[config.mk]
export PLATFORM = sky130hd
export DESIGN_NAME = flv_stream_tag_deframer_core
export DESIGN_NICKNAME = d
export VERILOG_FILES = /design/src/sv/fsd_pkg.sv /design/src/sv/fsd_front.sv /design/src/sv/fsd_queue.sv /design/src/sv/flv_stream_tag_deframer_core.sv
export VERILOG_INCLUDE_DIRS = /design/src /design/src/sv
export SDC_FILE = /design/constraint.sdc
export NUM_CORES = 1
export LEC_CHECK = 0
export CAP_MARGIN = 25
export CORE_UTILIZATION = 40
export CTS_BUF_LIST = sky130_fd_sc_hd__clkbuf_8
export DETAILED_ROUTE_END_ITERATION = 6
export DONT_BUFFER_PORTS = 1
export PLACE_DENSITY = 0.55
export SETUP_SLACK_MARGIN = 0.02
export SYNTH_ARGS = -nofsm -noshare
export SYNTH_HDL_FRONTEND = slang
export SYNTH_SLANG_ARGS = --single-unit
export TNS_END_PERCENT = 1
[constraint.sdc]
create_clock -name clk -period 3.85 [get_ports clk]
set_input_delay 0.385 -clock clk [delete_from_list [all_inputs] [get_ports clk]]
set_output_delay 0.385 -clock clk [all_outputs]
set_load 0.01 [all_outputs]
[src/sv/flv_stream_tag_deframer_core_assert.svh]
// ---------------------------------------------------------------------------
// flv stream tag deframer assertion macros
// concurrent checks clocked on clk, disabled while rst_n is low
// ---------------------------------------------------------------------------
`ifndef FLV_STREAM_TAG_DEFRAMER_CORE_ASSERT_SVH
`define FLV_STREAM_TAG_DEFRAMER_CORE_ASSERT_SVH

`ifndef SYNTHESIS
`define FSD_ASSERT_SAME(lbl, ante, cons) \
    lbl: assert property (@(posedge clk) disable iff (!rst_n) (ante) |-> (cons)) \
        else $error("fsd check failed");
`define FSD_ASSERT_NEXT(lbl, ante, cons) \
    lbl: assert property (@(posedge clk) disable iff (!rst_n) (ante) |=> (cons)) \
        else $error("fsd check failed");
`else
`define FSD_ASSERT_SAME(lbl, ante, cons)
`define FSD_ASSERT_NEXT(lbl, ante, cons)
`endif

`endif

[src/sv/fsd_pkg.sv]
// ---------------------------------------------------------------------------
// fsd_pkg
// shared beat types, parser phases and format constants
// ---------------------------------------------------------------------------
`timescale 1ns / 1ps

package fsd_pkg;

    typedef struct packed {
        logic       kind;
        logic [7:0] data_byte;
    } in_beat_t;

    typedef struct packed {
        logic [1:0]  event_res;
        logic [7:0]  payload_byte;
        logic [4:0]  tag_type;
        logic [31:0] tag_time;
        logic [23:0] tag_length;
        logic        last_of_tag;
        logic [1:0]  stream_kind;
    } out_beat_t;

    typedef enum logic [1:0] {
        PH_HEADER  = 2'd0,
        PH_PREV    = 2'd1,
        PH_TAGHDR  = 2'd2,
        PH_PAYLOAD = 2'd3
    } phase_t;

    localparam logic       KIND_DATA    = 1'b0;
    localparam logic       KIND_RESTART = 1'b1;

    localparam logic [1:0] EV_HEADER_OK = 2'd0;
    localparam logic [1:0] EV_PAYLOAD   = 2'd1;
    localparam logic [1:0] EV_EMPTY_TAG = 2'd2;
    localparam logic [1:0] EV_ERROR     = 2'd3;

    localparam logic [1:0] SK_NONE  = 2'd0;
    localparam logic [1:0] SK_AUDIO = 2'd1;
    localparam logic [1:0] SK_VIDEO = 2'd2;
    localparam logic [1:0] SK_BOTH  = 2'd3;

    localparam logic [7:0] SIG_F       = 8'h46;
    localparam logic [7:0] SIG_L       = 8'h4C;
    localparam logic [7:0] SIG_V       = 8'h56;
    localparam logic [7:0] FLV_VERSION = 8'h01;
    localparam logic [7:0] AUDIO_FLAG  = 8'h04;
    localparam logic [7:0] VIDEO_FLAG  = 8'h01;

    localparam logic [23:0] HDR_FLAGS_IDX = 24'd4;
    localparam logic [23:0] HDR_LAST_IDX  = 24'd8;
    localparam logic [23:0] PREV_LAST_IDX = 24'd3;
    localparam logic [23:0] TAG_LAST_IDX  = 24'd10;

endpackage

[src/sv/fsd_front.sv]
// ---------------------------------------------------------------------------
// fsd_front
// byte parser: tracks header, previous-size, tag header and payload phases
// and builds one result beat per byte that yields one
// ---------------------------------------------------------------------------
`timescale 1ns / 1ps

module fsd_front (
    input  logic               clk,
    input  logic               rst_n,
    input  logic               accept,
    input  fsd_pkg::in_beat_t  item,
    output logic               wr_en,
    output fsd_pkg::out_beat_t wr_beat
);
    import fsd_pkg::*;

    phase_t      phase_reg,  phase_next;
    logic [23:0] count_reg,  count_next;
    logic        sig_ok_reg, sig_ok_next;
    logic [4:0]  type_reg,   type_next;
    logic [23:0] length_reg, length_next;
    logic [31:0] time_reg,   time_next;
    logic [1:0]  skind_reg,  skind_next;
    logic        failed_reg, failed_next;

    logic [7:0]  b;
    logic        restart;
    logic        active;
    logic        pay_last;

    assign b        = item.data_byte;
    assign restart  = accept && (item.kind == KIND_RESTART);
    assign active   = accept && (item.kind == KIND_DATA) && !failed_reg;
    assign pay_last = ({1'b0, count_reg} + 25'd1) >= {1'b0, length_reg};

    // next phase
    always_comb
    begin
        phase_next = phase_reg;
        if (restart)
        begin
            phase_next = PH_HEADER;
        end
        else if (active)
        begin
            unique case (phase_reg)
                PH_HEADER:
                begin
                    if (count_reg >= HDR_LAST_IDX && sig_ok_reg)
                        phase_next = PH_PREV;
                end
                PH_PREV:
                begin
                    if (count_reg >= PREV_LAST_IDX)
                        phase_next = PH_TAGHDR;
                end
                PH_TAGHDR:
                begin
                    if (count_reg >= TAG_LAST_IDX)
                        phase_next = (length_reg == 24'd0) ? PH_PREV : PH_PAYLOAD;
                end
                PH_PAYLOAD:
                begin
                    if (pay_last)
                        phase_next = PH_PREV;
                end
                default: phase_next = PH_HEADER;
            endcase
        end
    end

    // field state and result beat
    always_comb
    begin
        count_next  = count_reg;
        sig_ok_next = sig_ok_reg;
        type_next   = type_reg;
        length_next = length_reg;
        time_next   = time_reg;
        skind_next  = skind_reg;
        failed_next = failed_reg;
        wr_en       = 1'b0;
        wr_beat     = '0;

        if (restart)
        begin
            count_next  = '0;
            sig_ok_next = 1'b1;
            type_next   = '0;
            length_next = '0;
            time_next   = '0;
            skind_next  = SK_NONE;
            failed_next = 1'b0;
        end
        else if (active)
        begin
            unique case (phase_reg)
                PH_HEADER:
                begin
                    if ((count_reg == 24'd0 && b != SIG_F) ||
                        (count_reg == 24'd1 && b != SIG_L) ||
                        (count_reg == 24'd2 && b != SIG_V) ||
                        (count_reg == 24'd3 && b != FLV_VERSION))
                        sig_ok_next = 1'b0;
                    if (count_reg == HDR_FLAGS_IDX && sig_ok_reg)
                        skind_next = {(b & VIDEO_FLAG) != 8'd0, (b & AUDIO_FLAG) != 8'd0};
                    if (count_reg >= HDR_LAST_IDX)
                    begin
                        count_next = '0;
                        wr_en      = 1'b1;
                        if (sig_ok_reg)
                        begin
                            wr_beat.event_res   = EV_HEADER_OK;
                            wr_beat.stream_kind = skind_reg;
                        end
                        else
                        begin
                            failed_next         = 1'b1;
                            skind_next          = SK_NONE;
                            wr_beat.event_res   = EV_ERROR;
                            wr_beat.stream_kind = SK_NONE;
                        end
                    end
                    else
                    begin
                        count_next = count_reg + 24'd1;
                    end
                end
                PH_PREV:
                begin
                    count_next = (count_reg >= PREV_LAST_IDX) ? 24'd0 : count_reg + 24'd1;
                end
                PH_TAGHDR:
                begin
                    if (count_reg[23:3] == 21'd0)
                    begin
                        unique case (count_reg[2:0])
                            3'd0:
                            begin
                                type_next   = b[4:0];
                                length_next = '0;
                                time_next   = '0;
                            end
                            3'd1: length_next[23:16] = b;
                            3'd2: length_next[15:8]  = b;
                            3'd3: length_next[7:0]   = b;
                            3'd4: time_next[23:16]   = b;
                            3'd5: time_next[15:8]    = b;
                            3'd6: time_next[7:0]     = b;
                            3'd7: time_next[31:24]   = b;
                            default: type_next = type_reg;
                        endcase
                    end
                    if (count_reg >= TAG_LAST_IDX)
                    begin
                        count_next = '0;
                        if (length_reg == 24'd0)
                        begin
                            wr_en               = 1'b1;
                            wr_beat.event_res   = EV_EMPTY_TAG;
                            wr_beat.tag_type    = type_reg;
                            wr_beat.tag_time    = time_reg;
                            wr_beat.tag_length  = length_reg;
                            wr_beat.last_of_tag = 1'b1;
                            wr_beat.stream_kind = skind_reg;
                        end
                    end
                    else
                    begin
                        count_next = count_reg + 24'd1;
                    end
                end
                PH_PAYLOAD:
                begin
                    wr_en                = 1'b1;
                    wr_beat.event_res    = EV_PAYLOAD;
                    wr_beat.payload_byte = b;
                    wr_beat.tag_type     = type_reg;
                    wr_beat.tag_time     = time_reg;
                    wr_beat.tag_length   = length_reg;
                    wr_beat.last_of_tag  = pay_last;
                    wr_beat.stream_kind  = skind_reg;
                    count_next = pay_last ? 24'd0 : count_reg + 24'd1;
                end
                default: wr_en = 1'b0;
            endcase
        end
    end

    always_ff @(posedge clk or negedge rst_n)
    begin
        if (!rst_n)
        begin
            phase_reg  <= PH_HEADER;
            count_reg  <= '0;
            sig_ok_reg <= 1'b1;
            type_reg   <= '0;
            length_reg <= '0;
            time_reg   <= '0;
            skind_reg  <= SK_NONE;
            failed_reg <= 1'b0;
        end
        else
        begin
            phase_reg  <= phase_next;
            count_reg  <= count_next;
            sig_ok_reg <= sig_ok_next;
            type_reg   <= type_next;
            length_reg <= length_next;
            time_reg   <= time_next;
            skind_reg  <= skind_next;
            failed_reg <= failed_next;
        end
    end

endmodule

[src/sv/fsd_queue.sv]
// ---------------------------------------------------------------------------
// fsd_queue
// small result queue between the parser and the result port
// ---------------------------------------------------------------------------
`timescale 1ns / 1ps

module fsd_queue #(
    parameter int DEPTH = 4
) (
    input  logic               clk,
    input  logic               rst_n,
    input  logic               wr_en,
    input  fsd_pkg::out_beat_t wr_beat,
    input  logic               rd_en,
    output fsd_pkg::out_beat_t rd_beat,
    output logic               full,
    output logic               empty
);
    import fsd_pkg::*;

    localparam int AW = (DEPTH > 1) ? $clog2(DEPTH) : 1;
    localparam int CW = $clog2(DEPTH + 1);

    out_beat_t       mem_reg [DEPTH];
    logic [AW-1:0]   wr_ptr_reg, wr_ptr_next;
    logic [AW-1:0]   rd_ptr_reg, rd_ptr_next;
    logic [CW-1:0]   count_reg,  count_next;
    logic            do_wr;
    logic            do_rd;

    assign full    = (count_reg == CW'(DEPTH));
    assign empty   = (count_reg == '0);
    assign do_wr   = wr_en && !full;
    assign do_rd   = rd_en && !empty;
    assign rd_beat = mem_reg[rd_ptr_reg];

    always_comb
    begin
        wr_ptr_next = wr_ptr_reg;
        rd_ptr_next = rd_ptr_reg;
        count_next  = count_reg;
        if (do_wr)
            wr_ptr_next = (wr_ptr_reg == AW'(DEPTH - 1)) ? '0 : wr_ptr_reg + AW'(1);
        if (do_rd)
            rd_ptr_next = (rd_ptr_reg == AW'(DEPTH - 1)) ? '0 : rd_ptr_reg + AW'(1);
        if (do_wr && !do_rd)
            count_next = count_reg + CW'(1);
        else if (do_rd && !do_wr)
            count_next = count_reg - CW'(1);
    end

    always_ff @(posedge clk)
    begin
        if (do_wr)
            mem_reg[wr_ptr_reg] <= wr_beat;
    end

    always_ff @(posedge clk or negedge rst_n)
    begin
        if (!rst_n)
        begin
            wr_ptr_reg <= '0;
            rd_ptr_reg <= '0;
            count_reg  <= '0;
        end
        else
        begin
            wr_ptr_reg <= wr_ptr_next;
            rd_ptr_reg <= rd_ptr_next;
            count_reg  <= count_next;
        end
    end

endmodule

[src/sv/flv_stream_tag_deframer_core.sv]
// FLV tag deframer: takes one stream byte per cycle while full is low and returns header
// verdicts, tagged payload bytes and empty-tag markers, each built by the byte parser
// and registered into the queue. Parsed results wait in a DEPTH-beat queue, so push
// stays open until DEPTH results wait unpopped; full rises only once DEPTH results are waiting.
// A restart beat sends the parser back to the file header and gives no result.
// ---------------------------------------------------------------------------
// flv_stream_tag_deframer_core
// top level: byte parser in front, result queue behind it
// ---------------------------------------------------------------------------
`timescale 1ns / 1ps

module flv_stream_tag_deframer_core #(
    parameter int DEPTH = 4
) (
    input  logic               clk,
    input  logic               rst_n,
    input  logic               push,
    output logic               full,
    input  fsd_pkg::in_beat_t  item,
    output logic               empty,
    input  logic               pop,
    output fsd_pkg::out_beat_t result
);
    import fsd_pkg::*;

    logic      accept;
    logic      wr_en;
    out_beat_t wr_beat;

    assign accept = push && !full;

    fsd_front u_front (
        .clk     (clk),
        .rst_n   (rst_n),
        .accept  (accept),
        .item    (item),
        .wr_en   (wr_en),
        .wr_beat (wr_beat)
    );

    fsd_queue #(
        .DEPTH (DEPTH)
    ) u_queue (
        .clk     (clk),
        .rst_n   (rst_n),
        .wr_en   (wr_en),
        .wr_beat (wr_beat),
        .rd_en   (pop),
        .rd_beat (result),
        .full    (full),
        .empty   (empty)
    );

`include "flv_stream_tag_deframer_core_assert.svh"

    // results only come from accepted beats
    `FSD_ASSERT_NEXT(a_no_spurious, empty && !accept, empty)
    // a restart beat never produces a result
    `FSD_ASSERT_NEXT(a_restart_silent, empty && accept && item.kind == KIND_RESTART, empty)
    // header verdicts carry no tag attributes
    `FSD_ASSERT_SAME(a_hdr_untagged, !empty && (result.event_res == EV_HEADER_OK || result.event_res == EV_ERROR), result.tag_length == 24'd0 && !result.last_of_tag)
    // empty-tag events always close their tag
    `FSD_ASSERT_SAME(a_empty_tag_last, !empty && result.event_res == EV_EMPTY_TAG, result.last_of_tag && result.tag_length == 24'd0)

endmodule
==> flow_summary.toml, run 1 <==
[global_routing]
grt_pass1_wl_mm = 58.82
grt_pass1_vias = 9425
overflow = 0
grt_max_degree = 99
track_usage_pct = 18.74
antenna_found_initial = 4

[synth]
synth-xor-area-share_pct = 1.255
synth-simple-area-share_pct = 9.121
synth_top_family_by_area = "multiplexers"
synth_seq_area_share_pct = 67.72
synth_nets = 1112
synth_cell_types = 65
syn_area_sq_mm = 0.01675
synth.area.top_cells = "edfxtp_1, dfrtp_1, mux4_2"
synth_compound_area_share_pct = 5.924
synth_fa_ha_area_share_pct = 3.182
synthMuxAreaShare_pct = 10.52
avgSynthCellArea_sq_um = 15.85
yosys_register_bits = 394
synth-edff-count = 296
async_flop_share_pct = 24.87
synth_top_area_share_pct = 53.07
synth-warning-count = 0
yosysTopAreaCell = "edfxtp_1"
synth_flop_cell = "edfxtp_1"
synthCells = 1057

[detailed_routing]
routed_wl_mm = 39.07
drcViolationCount = 18
first_pass_iters = 7
first_iter_violations = 750
vias_per_cell = 5.428
wire_per_inst_um = 22.97
vias = 9233
antenna_left = 0

[critical_path]
cp-start-kind = "flop"
end_kind = "flop"
cp_data_arrival_time_ns = 3.91
r2r_cells = 13
path_class = "reg -> reg"
critPathTopFamily = "simple AND/OR/NAND/NOR gates"
max_stage_delay_ns = 0.46
cp_max_fo = 7
cp.buffers_inverters = 0
cp_cell_sequence = "ha_1 > nand4_1 > nor2_1 > and2_1 > nand4_1 > xnor2_1 > ha_1 > nand4_1 > nor4_2 > o211ai_1 > o21ai_0 > nor2_1 > a21boi_0"
r2r_slack_ns = 0.29
cpMostUsedCell = "nand4_1"
crit_required_ns = 4.20
slowest_stage = "dfrtp_1"
reg2reg_from = "u_front.count_reg[0]"
r2r-end = "u_queue.mem_reg[3][2]"

[floorplan]
dieArea_sq_mm = 0.04269
start_util_pct = 40.74
die_h_um = 206.6
placeableCoreArea_sq_mm = 0.04111
rows = 74
io_pins = 89
fp.dieW_um = 206.6

[cells_and_area]
final_common_cell = "edfxtp_1"
final_cell_mix = "edfxtp_1, dfrtp_1, inv_1"
largest_register_ffs = 296
seqCellArea_sq_mm = 0.01135
post-route-util_pct = 45.99
multi_input_area_sq_mm = 0.005057
nets = 1168
drive_gt1_share_pct = 18.95
final_cell_area_sq_mm = 0.01891
fillCellCount = 3617
syn2layout_area_growth_pct = 12.89

[pwr]
p_sw_share_pct = 28.98
power_density_mw_per_mm2 = 537.1
p_switching_mw = 2.943
p_int_mw = 7.212
combPwrFrac_pct = 19.2
seqPwrFrac_pct = 47.5
p_total_mw = 10.16
vdd_ir_drop_max_mv = 0.2971
cellLeakagePower_nw = 6.540
pwr-share-clk_pct = 33.3

[sta]
worstMarginPinSlew_ns = 0.9456
min_period_over_period_pct = 92.43
slew_violations = 0
hold_ws_ns = 0.1092
fin_skew_ns = 0.01468
rsz0062_at_grt = "yes"
fin_crit_ns = 3.559
max_freq_mhz = 281.0
relSlewSlack_pct = 36.96
finalSetupViolations = 0
setup_tns_ns = 0
final_hold_viol_count = 0

[hold_path]
worstHoldEndpoint = "u_queue.rd_ptr_reg[0]"
min_path_cells = 2
hold_path.class = "in -> reg"
hp-start = "pop"

[outcome]
status = "complete, but fails checks"
violations = "design-rule violations"

[place]
placed_area_sq_mm = 0.01756
place.port_buffers = 0
place.detailed.hpwl_mm = 23.88
place.gp.congestion = 0.8961

[clock_tree]
clk_pin_slew_ns = 0.06
cts_sinks = 394
clkLatencyLatePin_ns = 0.60
numCtsBuffers = 66
cts_tree = "done"
cts_buffer_depth = 3
cts_root_buf = "clkbuf_8"
ctsHtreeMaxLevel = 3

[run]
maxCapViolCount = 0
[worst max path at each step]
stage	start	to	slack, ns	cells past startpoint
after floorplan	u_front.length_reg[15]	u_queue.mem_reg[1][0]	0.06	5
after global placement	u_front.count_reg[0]	u_front.count_reg[18]	0.40	14
after detailed placement	u_front.count_reg[0]	u_queue.mem_reg[3][2]	0.22	13
after CTS	u_front.count_reg[0]	u_queue.mem_reg[3][2]	0.19	13
after global routing	u_front.count_reg[0]	u_queue.mem_reg[3][2]	0.02	13
final	u_front.count_reg[0]	u_queue.mem_reg[3][2]	0.29	13
[timing repair]
| action | in CTS | in global routing |
|---|---|---|
| hold buffers | 10 | 0 |
| endpoints found under the setup margin | 0 | 28 |
| resized for setup | 0 | 2 |
| buffers inserted | 0 | 0 |
| endpoints found under the hold margin | 161 | 0 |
[routing by layer]
| layer | GRT usage [%] | wire length, um | vias up | part of all wire (%) |
|---|---|---|---|---|
| met5 | 0 | 11 | - | 0.028 |
| met4 | 6.749 | 1025 | 2 | 2.6 |
| li1 | - | - | 4188 | - |
| met2 | 29.38 | 18650 | 255 | 48 |
| met3 | 5.039 | 2705 | 54 | 6.9 |
| met1 | 25.08 | 16680 | 4734 | 43 |
[worst reg2reg max path, cell delays in order, from the launching register on]
cell and delay [ns]:
dfrtp_1 0.46, ha_1 0.21, nand4_1 0.16, nor2_1 0.18, and2_1 0.20, nand4_1 0.12, xnor2_1 0.17, ha_1 0.32
nand4_1 0.15, nor4_2 0.38, o211ai_1 0.18, o21ai_0 0.29, nor2_1 0.09, a21boi_0 0.38
[power groups by stage]
stage	clock (mW)	sequential (mW)	combinational, mW
finish	3.38	4.83	1.95
global route	3.67	4.86	2.10
CTS	3.48	4.84	2.00
detailed placement	0	4.92	1.94
global placement	0	4.93	1.94
floorplan	0	4.72	1.64
[Yosys cell counts, drive strengths merged (4+ instances only)]
cell type,n
a21oi,40
a22o,44
a22oi,16
and2,71
and3,8
buf,16
clkbuf,35
dfrtp,97
edfxtp,296
ha,41
inv,45
mux2,4
mux2i,5
mux4,74
nand2,58
nand2b,4
nand3,33
nand4,12
nor2,48
nor3,9
nor4,17
o211ai,4
o21ai,16
or2,4
xnor2,18
xor2,6
[metrics by stage]
step,setup WS [ns],std cells
5_1_grt,0.02398,1700
4_1_cts,0.1865,1698
3_5_place_dp,0.2192,1567
6_report,0.2913,1701
3_3_place_gp,0.3981,1567
2_1_floorplan,0.05972,1057
[logic make-up (layout without fill, tap and decap cells)]
logic type                 count (synthesis)  count (layout)
DFF                                      394             394
and+or+nand+nor                          278             278
AOI/OAI and AO/OA                        140             140
buffers and inverters                     96             205
muxes                                     83              83
adders and majority gates                 42              42
xor gates and xnor gates                  24              24
other                                      0               3
[cell type report]
class / instances / area share [%]
well taps: 532 / 3.521
repair buffers: 39 / 2.369
multi-input cells: 567 / 26.75
clock inverters: 48 / 1.085
flip-flops and latches: 394 / 60.03
inverters: 45 / 0.8934
clock buffers: 73 / 5.314
diodes: 3 / 0.03971
Note: power is estimated with default switching activity, not from simulation.
==> run 2: changes to the inputs <==
PLACE_DENSITY = 0.53   (was 0.55)
TNS_END_PERCENT = not set   (was 1)
clock period = 4 ns   (was 3.85 ns; I/O delays follow)
==> flow_summary.toml, run 2 (same netlist as run 1, synthesis figures left out) <==
[cells_and_area]
largest_register_ffs = 296
final_cell_mix = "edfxtp_1, dfrtp_1, clkbuf_8"
final_common_cell = "edfxtp_1"
drive_gt1_share_pct = 19.19
syn2layout_area_growth_pct = 13.47
antenna_cells = 0
final_cell_area_sq_mm = 0.01900
post-route-util_pct = 46.23
nets = 1163

[hold_path]
hold_path.class = "in -> reg"
hp-start = "item[6]"

[critical_path]
crit_required_ns = 4.52
end_kind = "flop"
cp_max_fo = 7
cp-start-kind = "flop"
path_class = "reg -> reg"
cp_data_arrival_time_ns = 4.18
critPathLaunch = "u_front.count_reg[0]"
reg2reg_from = "u_front.count_reg[0]"

[detailed_routing]
first_iter_violations = 778
drcViolationCount = 6
first_pass_iters = 7
antenna_left = 0
wire_per_inst_um = 23.32
routed_wl_mm = 39.51
vias_per_cell = 5.475
vias = 9274

[pwr]
p_switching_mw = 2.896
seqPwrFrac_pct = 45.7
p_sw_share_pct = 28.50
p_total_mw = 10.16
power_density_mw_per_mm2 = 534.7
pwr-share-clk_pct = 35.5
vdd_ir_drop_max_mv = 0.2502
cellLeakagePower_nw = 6.568
p_int_mw = 7.265
combPwrFrac_pct = 18.9

[sta]
relSlewSlack_pct = 35.00
fin_skew_ns = 0.02427
rsz0062_at_grt = "no"
min_period_over_period_pct = 91.56
slew_violations = 0
fin_crit_ns = 3.662
hold_ws_ns = 0.1305
worstMarginPinSlew_ns = 0.9750
setup_tns_ns = 0
finalSetupViolations = 0
final_hold_viol_count = 0
max_freq_mhz = 273.1

[global_routing]
grt_max_degree = 99
top_usage_layer = "met2"
met2_usage_pct = 30.03
grtUsageMet1_pct = 25.87
antenna_found_initial = 1
met3_usage_pct = 4.741
overflow = 0
grt_pass1_vias = 9435
track_usage_pct = 18.99
grt_pass1_wl_mm = 59.16

[floorplan]
placeableCoreArea_sq_mm = 0.04111
fp.dieW_um = 206.6
io_pins = 89
start_util_pct = 40.74
die_h_um = 206.6
rows = 74
dieArea_sq_mm = 0.04269

[place]
placed_area_sq_mm = 0.01753
place.detailed.hpwl_mm = 23.49
place.gp.congestion = 0.8564
place.port_buffers = 0

[clock_tree]
cts_root_buf = "clkbuf_8"
cts_sinks = 394
cts_tree = "done"
numCtsBuffers = 67
clkLatencyLatePin_ns = 0.60
clk_pin_slew_ns = 0.06
cts_buffer_depth = 3
ctsHtreeMaxLevel = 3

[outcome]
status = "complete, but fails checks"
violations = "design-rule violations"

[run]
maxCapViolCount = 0
-- run 2: changes by cell type in the layout (fill, tap and decap cells not counted), sizes merged --
cell	previous run	this run
buf	30	24
clkbuf	73	76
bufinv	0	4
diode	3	0
clkinv	10	11
inv	81	75
-- run 2: area by class of cell --
cell class | count | area, sq um
fill | 3645 | 22110
tap | 532 | 665.6
clock buffer | 76 | 1046
inverter | 45 | 168.9
multi-input combinational | 567 | 5051
clock inverter | 47 | 307.8
timing repair buffer | 33 | 415.4
sequential | 394 | 11350
-- run 2: path summary, 6_finish.rpt --
| path | cells past startpoint | slack (ns) | end |
|---|---|---|---|
| worst max-delay path | 13 | 0.34 | u_front.phase_reg[0] |
| worst min-delay path | 1 | 0.13 | u_queue.mem_reg[3][70] |
| worst max register to register | 13 | 0.34 | u_front.phase_reg[0] |
| worst min register to register | 1 | 0.50 | u_front.time_reg[6] |
| max in group asynchronous | 2 | 3.09 | u_queue.rd_ptr_reg[0] |
| min in group asynchronous | 2 | 0.38 | u_front.time_reg[30] |
-- run 2: routing by layer --
metal | vias to the layer above | routed length [um]
met5 | - | 0
met4 | 0 | 666
met3 | 48 | 2529
met2 | 261 | 18920
met1 | 4797 | 17400
li1 | 4168 | -
-- run 2: repair_timing --
action                                  CTS  global route
endpoints found under the setup margin    0            26
gates resized for setup                   0             1
endpoints found under the hold margin   161             0
setup buffers                             0             0
hold buffers                             10             0
-- run 2: stage by stage --
stage / instances / setup WS, ns
after global placement: 1561 / 0.4030
after floorplan: 1057 / 0.2097
after global routing: 1694 / 0.04934
final: 1694 / 0.3377
after CTS: 1694 / 0.1810
after detailed placement: 1561 / 0.2088
-- run 2: power groups by stage --
stage / clock, mW / sequential, mW / combinational, mW
final: 3.60 / 4.64 / 1.92
after global routing: 3.90 / 4.67 / 2.05
after CTS: 3.72 / 4.66 / 1.96
after detailed placement: 0 / 4.74 / 1.90
after global placement: 0 / 4.73 / 1.89
after floorplan: 0 / 4.54 / 1.58
-- run 2: critical path, cell delays in order (launching register included) --
cell	delay [ns]
dfrtp_1	0.47
ha_1	0.32
nand4_1	0.18
nor2_1	0.15
and2_1	0.20
nand4_1	0.12
xnor2_1	0.25
ha_1	0.30
a21oi_1	0.16
o221ai_1	0.14
a211oi_1	0.39
o21ai_0	0.20
o31ai_1	0.47
mux2i_1	0.23
==> run 3: changes to the inputs <==
RECOVER_POWER = 25   (was not set)
==> flow_summary.toml, run 3 (same netlist as run 1, synthesis figures left out) <==
[outcome]
status = "complete, but fails checks"
violations = "design-rule violations, max-capacitance violations, max-slew violations"

[sta]
max_freq_mhz = 274.5
relSlewSlack_pct = -80.64
fin_crit_ns = 3.643
setup_tns_ns = 0
min_period_over_period_pct = 91.09
slew_violations = 130
fin_skew_ns = 0.03022
finalSetupViolations = 0
rsz0062_at_grt = "no"
final_hold_viol_count = 0
worstMarginPinSlew_ns = 2.710

[floorplan]
rows = 74
io_pins = 89
start_util_pct = 40.74
fp.dieW_um = 206.6
die_h_um = 206.6
placeableCoreArea_sq_mm = 0.04111
dieArea_sq_mm = 0.04269

[place]
place.port_buffers = 0
placedCellCount = 1561
place.gp.congestion = 0.8564
place.detailed.hpwl_mm = 23.49

[cells_and_area]
largest_register_ffs = 296
stdcell_count = 1694
drive_gt1_share_pct = 18.67
nets = 1163
antenna_cells = 0
post-route-util_pct = 46.06
fillCellCount = 3656
syn2layout_area_growth_pct = 13.06
final_common_cell = "edfxtp_1"
final_cell_mix = "edfxtp_1, dfrtp_1, clkbuf_8"

[hold_path]
hp-start = "item[1]"
hold_path.class = "in -> reg"
worstHoldEndpoint = "u_queue.mem_reg[3][65]"
min_path_cells = 1

[detailed_routing]
antenna_left = 0
wire_per_inst_um = 23.42
drcViolationCount = 6
first_pass_iters = 7
vias_per_cell = 5.470
vias = 9266
first_iter_violations = 748
routed_wl_mm = 39.67

[critical_path]
cp_data_arrival_time_ns = 4.17
critPathTopFamily = "compound AO/OA/AOI/OAI gates"
r2r_cells = 13
cp-start-kind = "flop"
r2r-end = "u_front.phase_reg[0]"
slowest_stage = "dfrtp_1"
path_class = "reg -> reg"
r2r_slack_ns = 0.36
cp.depth = 13
cp_cell_sequence = "ha_1 > nand4_1 > nor2_1 > and2_1 > nand4_1 > xnor2_1 > ha_1 > a21oi_1 > o221ai_1 > a211oi_1 > o21ai_0 > o31ai_1 > mux2i_1"
cp_max_fo = 7
reg2reg_from = "u_front.count_reg[0]"
cp.buffers_inverters = 0
end_kind = "flop"
max_stage_delay_ns = 0.47
crit_required_ns = 4.52

[pwr]
combPwrFrac_pct = 18.8
pwr-share-clk_pct = 35.5
p_sw_share_pct = 28.48
seqPwrFrac_pct = 45.7
power_density_mw_per_mm2 = 536.1
p_total_mw = 10.15
p_switching_mw = 2.891
vdd_ir_drop_max_mv = 0.2518
cellLeakagePower_nw = 6.547
p_int_mw = 7.261

[clock_tree]
numCtsBuffers = 67
cts_sinks = 394
cts_root_buf = "clkbuf_8"
clk_pin_slew_ns = 0.06
clkLatencyLatePin_ns = 0.60
ctsHtreeMaxLevel = 3
cts_setup_buffers = 0
cts_buffer_depth = 3
cts_tree = "done"

[global_routing]
overflow = 0
antenna_found_initial = 1
grt_pass1_wl_mm = 59.16
track_usage_pct = 18.99
grt_max_degree = 99
grt_pass1_vias = 9435

[run]
maxCapViolCount = 2
## run 3: cell count changes in the layout (fill, tap and decap cells not counted), moves of 2 or more
cell / before / now
buf_4: 13 / 10
clkbuf_1: 0 / 2
clkbuf_2: 0 / 2
nor4_1: 10 / 12
## run 3: per-layer routing
layer,GRT usage (%),part of all wire [%],vias to the layer above
met2,30.03,48,245
met5,0,0,-
li1,-,-,4172
met3,4.741,6.2,49
met4,5.751,1.7,0
met1,25.87,44,4800
## run 3: worst reg2reg max path: stages (launching register included)
cell,delay [ns]
dfrtp_1,0.47
ha_1,0.32
nand4_1,0.18
nor2_1,0.15
and2_1,0.20
nand4_1,0.13
xnor2_1,0.25
ha_1,0.30
a21oi_1,0.16
o221ai_1,0.14
a211oi_1,0.38
o21ai_0,0.20
o31ai_1,0.46
mux2i_1,0.23
## run 3: worst max path at each step
stage,slack (ns),from,end
after floorplan,0.21,u_front.length_reg[15],u_queue.mem_reg[1][0]
after global placement,0.40,u_front.count_reg[0],u_front.count_reg[5]
after detailed placement,0.21,u_front.count_reg[0],u_front.count_reg[4]
after CTS,0.18,u_front.count_reg[0],u_front.count_reg[14]
after global routing,0.05,u_front.count_reg[0],u_front.phase_reg[0]
final,0.36,u_front.count_reg[0],u_front.phase_reg[0]
## run 3: layout make-up
type | instances | area (sq um) | area share, %
Inverter | 45 | 168.9 | 0.8920
Clock inverter | 47 | 307.8 | 1.625
Clock buffer | 76 | 1046 | 5.524
Tap cell | 532 | 665.6 | 3.515
Multi-Input combinational cell | 567 | 5019 | 26.50
Timing Repair Buffer | 33 | 382.9 | 2.022
Sequential cell | 394 | 11350 | 59.92
## run 3: metrics by stage
| stage | cell area (sq um) | setup slack [ns] | hold slack [ns] |
|---|---|---|---|
| CTS | 19000 | 0.1810 | 0.08097 |
| detailed placement | 17530 | 0.2088 | 0.1138 |
| global placement | 17530 | 0.4030 | 0.1137 |
| floorplan | 16750 | 0.2097 | 0.1044 |
| finish | 18940 | 0.3565 | 0.1366 |
| global route | 18940 | 0.04934 | 0.08917 |
## run 3: power groups by stage
stage | registers (mW) | logic (mW) | clock network [mW]
global placement | 4.73 | 1.89 | 0
finish | 4.64 | 1.91 | 3.60
CTS | 4.66 | 1.96 | 3.72
floorplan | 4.54 | 1.58 | 0
global route | 4.67 | 2.05 | 3.90
detailed placement | 4.74 | 1.90 | 0
## run 3: timing repair
action / in CTS / in global routing
endpoints found under the setup margin: 0 / 26
resized for setup: 0 / 1
hold endpoints to repair: 161 / 0
hold buffers: 10 / 0
